`src/rtl/mi3_pkg.sv`:
```
`default_nettype none
package mi3_pkg;

	localparam int DW = 32;
	localparam int FB = 16;

	localparam int PROD_W = 2 * DW;
	localparam int COF_W  = 2 * DW + 1;
	localparam int PART_W = 2 * DW + 1;
	localparam int TERM_W = 3 * DW + 1;
	localparam int DET_W  = 3 * DW + 3;
	localparam int CMAG_W = 2 * DW;
	localparam int DMAG_W = 3 * DW;
	localparam int NUM_W  = 2 * DW + 2 * FB;
	localparam int QW     = DW + 2;
	localparam int NSTEP  = QW;
	localparam int CMP_W  = DMAG_W + QW;

	localparam int FIFO_DEPTH = 4;
	localparam int FIFO_AW    = 2;

	localparam logic [DW-1:0] SMAX = {1'b0, {(DW-1){1'b1}}};
	localparam logic [DW-1:0] SMIN = {1'b1, {(DW-1){1'b0}}};
	localparam logic [DW-1:0] IDENT_ONE = (FB >= DW - 1) ? SMAX : (DW'(1) << FB);

	// element indexes a, d, b, c of each cofactor a*d - b*c
	localparam int COF_IDX [9][4] = '{
		'{4, 8, 7, 5}, '{2, 7, 1, 8}, '{1, 5, 2, 4},
		'{5, 6, 3, 8}, '{0, 8, 2, 6}, '{3, 2, 0, 5},
		'{3, 7, 6, 4}, '{6, 1, 0, 7}, '{0, 4, 3, 1}
	};
	// cofactors used in the first-row expansion of the determinant
	localparam int DET_COF [3] = '{0, 3, 6};

	typedef struct packed {
		logic                         singular;
		logic [8:0]                   neg;
		logic [DMAG_W-1:0]            dmag;
		logic [8:0][CMAG_W-1:0]       cmag;
	} mi3_work_t;

endpackage
`default_nettype wire

```
`src/rtl/mi3_fifo.sv`:
```
`default_nettype none
module mi3_fifo import mi3_pkg::*; (
	input  wire logic           clk,
	input  wire logic           arst_n,
	input  wire logic           push,
	input  wire mi3_work_t      din,
	output logic                full,
	input  wire logic           pop,
	output mi3_work_t           dout,
	output logic                empty,
	output logic [FIFO_AW:0]    count
);

	mi3_work_t              mem_q [FIFO_DEPTH];
	logic [FIFO_AW-1:0]     wr_q;
	logic [FIFO_AW-1:0]     rd_q;
	logic [FIFO_AW:0]       cnt_q;

	assign full  = (cnt_q == (FIFO_AW+1)'(FIFO_DEPTH));
	assign empty = (cnt_q == '0);
	assign count = cnt_q;
	assign dout  = mem_q[rd_q];

	always_ff @(posedge clk or negedge arst_n) begin
		if (!arst_n) begin
			wr_q  <= '0;
			rd_q  <= '0;
			cnt_q <= '0;
		end else begin
			if (push) begin
				wr_q <= wr_q + 1'b1;
			end
			if (pop) begin
				rd_q <= rd_q + 1'b1;
			end
			cnt_q <= cnt_q + (FIFO_AW+1)'(push) - (FIFO_AW+1)'(pop);
		end
	end

	always_ff @(posedge clk) begin
		if (push) begin
			mem_q[wr_q] <= din;
		end
	end

endmodule
`default_nettype wire

```
`config.mk`:
```
export PLATFORM = sky130hd
export DESIGN_NAME = mi3_fifo
export DESIGN_NICKNAME = d
export VERILOG_FILES = /design/src/rtl/mi3_pkg.sv /design/src/rtl/mi3_fifo.sv
export SDC_FILE = /design/constraint.sdc
export NUM_CORES = 2
export LEC_CHECK = 0
export BUFFER_PORTS_ARGS = -buffer_cell sky130_fd_sc_hd__buf_4
export CORE_ASPECT_RATIO = 1.75
export CORE_MARGIN = 2
export CORE_UTILIZATION = 30
export CTS_BUF_LIST = sky130_fd_sc_hd__clkbuf_4
export DETAILED_ROUTE_END_ITERATION = 8
export MAX_ROUTING_LAYER = met4
export SETUP_SLACK_MARGIN = 0.1
export SYNTH_ARGS = -nofsm -noshare
export SYNTH_HDL_FRONTEND = slang
export SYNTH_SLANG_ARGS = --single-unit
```
`constraint.sdc`:
```
create_clock -name clk -period 24.9 [get_ports clk]
set_clock_uncertainty 0.15 [all_clocks]
set_input_delay 1.245 -clock clk [delete_from_list [all_inputs] [get_ports clk]]
set_output_delay 1.245 -clock clk [all_outputs]
set_load 0.01 [all_outputs]
```
Word-level counts from Yosys, hierarchy flattened:

Memory sizes are Yosys's and may differ from the RTL's.
Cells that the tools add are included.

* output and inout bits: 687
* register bits after elaboration: 7
* word-level logic and storage cells: 12
* memories: 1
* memory bits (writable): 2728

Memory list
* mem_q: words 4, bits a word 682, read ports 1, clocked after memory_dff 0, wr ports 1, line mi3_fifo.sv:14 `mi3_work_t mem_q [FIFO_DEPTH];`

* equal/unequal tests: 1
* $add $sub $neg: 4
* muxes and demuxes: 2
* reduce and logical (&&, ||, !) cells: 1

Operators by type and width (count)
* 2-bit by 1-bit adder with 2-bit output (second input constant): 2
* 3-bit by 1-bit adder with 3-bit output: 1
* 3-bit == test (second input constant): 1
* 3-bit zero test: 1
* 3-bit by 1-bit subtractor with 3-bit output: 1
* 1-bit 2-to-1 mux: 2

Depth between registers and ports, before layout:

* word-level depth: 2
* depth in mapped cells: 7
* gate-level depth less buffers: 7

Worst setup path after synthesis:

Ideal clock, no wire load.

* kind: input to register
* start: in push
* end: mem mem_q[0][0] (netlist name), enable pin
* data required time: 23614 ps
* path slack: 7089 ps
* arrival: 16525 ps
* setup time: 1136 ps
* cell stages on the path: 1
* buffers on the path: 0
* path through: and2_1

* word-level cells in the longest chain between the ends: 2

Ends and longest elaborated chain
* start: declaration: line mi3_fifo.sv:5 `input wire logic push,`
* 1-bit 2-to-1 mux: line mi3_fifo.sv:41 `if (push) begin`
* 1-bit 2-to-1 mux (implied by the code): line mi3_fifo.sv:42 `mem_q[wr_q] <= din;`
* end: declaration: line mi3_fifo.sv:14

Every way passes these cells.

==> summary.md <==
| Metric | Value |
|---|---|
| Critical Path Fanout Max | `51` |
| Area growth, synth to finish | `30.4%` |
| Sw Share | `0.317` |
| Overflow after GRT | `0` |
| Via Count | `a little over 50,000` |
| Switching pwr | `4.66 mW` |
| Endpoints failing hold | `0` |
| Share of the synthesized area in the top cell type | `0.824` |
| CP arrival | `between 6000 and 7000 ps` |
| Synth area leaders | `edfxtp_1 (82%), mux4_2 (12%), mux4_1 (3.9%)` |
| Top FF cell, synth | `edfxtp_1` |
| Die area | `approximately 340,000 µm²` |
| Htree depth | `6` |
| RSZ-0062 raised after global routing | `no` |
| Initial antenna violation count | `~100` |
| Crit path top cell by count | `buf_4` |
| Final core occ | `0.393` |
| HPWL Detailed | `~180 mm` |
| Clock share of power | `0.243` |
| Yosys reg bits | `around 2,700` |
| DR iter-0 viols | `between 3,000 and 4,000` |
| Layout cells sized above 1 | `0.444` |
| TritonRoute pass-1 iters | `7` |
| Critical path startpoint category | `flop` |
| Slew Limit Fails | `0` |
| CTS buffer count | `627` |
| Status | `finished clean` |
| Max-cap viol count | `0` |
| CP Capture Type | `primary output` |
| Std cell rows | `roughly 280` |
| Largest net degree at the start of global routing | `around 150` |
| Clock root cell | `clkbuf_4` |
| Crit path kind | `reg2out` |
| Crit share post-route | `0.337` |
| LEAKAGE | `around 45 nW` |
| Mapped cell area | `a little under 100,000 µm²` |
| Most common cell in the synthesized netlist | `edfxtp_1` |
| Starting Density | `0.302` |
| EDFF count, synth | `2,728` |
| PD cells | `between 100 and 150 nW/µm²` |
| TritonCTS clock tree | `built` |
| Core Box Area | `between 300,000 and 400,000 µm²` |
| DR vias/cell | `~4.6` |
| DP Area | `between 100,000 and 150,000 µm²` |
| Gr usage total | `0.163` |
| Crit path largest cell delay | `970 ps` |
| Sequential fraction of the synthesis area | `0.825` |
| Vert. Die Dim | `roughly 770 µm` |
| Hold/Removal Path Class | `reg2reg` |
| Least-Margin Pin Slew | `about 1200 ps` |
| DR DRC count | `0` |
| Net count, final | `approximately 7,000` |
| Final setup viols | `0` |
| Final WL | `approximately 280 mm` |
| Netlist cell types | `19` |
| Skew-Pair Late Insertion Delay | `1290 ps` |
| Clock transition at the registers of the reported paths | `roughly 70 ps` |
| Post-synth top cells | `edfxtp_1 (2,728), mux4_2 (535), mux4_1 (147)` |
| Worst path cell trace | `buf_4 > buf_4 > buf_4 > buf_4 > buf_4 > mux4_1 > buf_4` |
| Power Total | `~15 mW` |
| Asr flop ratio synth | `0.00256` |
| Syn_nets | `~4,300` |
| Slowest-stage cell, CP | `dfrtp_4` |
| Highest clock rate | `approximately 120 MHz` |
| RePlAce Congestion | `approximately 0.85` |
| First-pass GRT wire length | `388 mm` |
| Synthesis Warnings | `0` |
| Gate power share | `0.334` |
| CTS Buffer Depth | `4` |
| Remaining antenna violation count | `0` |
| Postcts setup bufs | `0` |
| IO buf count | `roughly 1,400` |
| CP required | `23,500 ps` |
| Final Cell Area | `approximately 130,000 µm²` |
| Slew margin rel. | `0.179` |
| Clk sink count | `about 2,700` |
| Die X-Extent | `around 440 µm` |
| P_int | `10.0 mW` |
| Cells after synthesis | `approximately 3,600` |
| Fin crit period | `8380 ps` |
| WL per Instance | `about 25 µm` |
| Seq pwr share | `0.423` |
| Maximum vdd drop | `roughly 0.074 mV` |
| Yosys top cell by area | `edfxtp_1` |
| IO Count | `roughly 1,400` |
| Number of global-route vias before repair | `roughly 55,000` |
| Setup_tns | `0 ps` |
| Syn_area_per_cell | `between 20 and 30 µm²` |
[cell type report]
cell class	instances	area, µm²
Fill cell	29443	200000
Timing Repair Buffer	2123	17800
Clock buffer	896	6730
Inverter	6	22.5
Tap cell	4355	5450
Multi-Input combinational cell	703	16100
Clock inverter	210	1340
Sequential cell	2735	82100
Antenna cell	88	220
[path summary, 6_finish.rpt]
path | from | to | slack [ps] | depth (start not counted)
worst max-delay path | rd_q[0] | dout[527] | 16520 | 7
worst min-delay path | wr_q[0] | wr_q[0] | 430 | 1
worst max register to register | wr_q[1] | mem_q[1][553] | 19210 | 8
worst min register to register | wr_q[0] | wr_q[0] | 430 | 1
max in group asynchronous | arst_n | rd_q[1] | 23360 | 3
min in group asynchronous | arst_n | count[2] | 850 | 3
[through the flow]
stage	hold slack (ps)	setup WS, ps	std cells
2_1_floorplan	341	7090	3596
3_3_place_gp	357	17510	9236
3_5_place_dp	387	17500	9236
4_1_cts	150	15820	11028
5_1_grt	234	15640	11092
6_report	432	16520	11116
[critical path, delay by kind of cell (launching register included)]
family,cells,cell delay (ps)
flops,1,970
buf+inv,6,3790
mux,1,670
[metal layers]
metal | GRT usage | part of all wire
met5 | - | 0
met4 | 0.0694 | 0.041
met3 | 0.0587 | 0.093
met2 | 0.265 | 0.50
met1 | 0.180 | 0.37
[flip-flops by register name (all words and copies together), names as in the netlist]
register	cells
mem_q	2728
count	3
rd_q	2
wr_q	2
[power by group through the flow]
stage | clock [mW] | combinational, mW | sequential [mW]
finish | 3.57 | 4.91 | 6.21
global route | 3.91 | 5.19 | 6.27
CTS | 3.70 | 5.04 | 6.22
detailed placement | 0 | 4.91 | 6.32
global placement | 0 | 4.91 | 6.26
floorplan | 0 | 2.60 | 6.92
[cell families after synthesis]
logic type                 after synthesis  share of synthesized area
DFF                                   2735                      0.825
xor gates and xnor gates                 5                   0.000440
and+or+nand+nor                          8                   0.000440
adders and majority gates                7                   0.000956
buffers and inverters                  158                     0.0128
AOI/OAI and AO/OA                        1                  0.0000503
muxes                                  682                      0.160
[layout by cell type, fill, tap and decap left out, drive strengths merged, types with 2 or more instances in the layout]
cell type	synthesis	final
mux4	682	682
xnor2	3	3
clkbuf	9	896
nand2	2	2
diode	0	88
clkinv	0	163
inv	6	28
ha	6	6
bufinv	0	13
clkinvlp	0	12
dlygate4sd3	0	686
edfxtp	2728	2728
xor2	2	2
and2	4	4
buf	143	1437
dfrtp	7	7
[what timing repair did]
action | 4_1_cts | 5_1_grt
hold buffers | 686 | 0
resized for setup | 0 | 0
endpoints found under the hold margin | 2741 | 0
No activity file was read; power rests on OpenSTA's default activity.
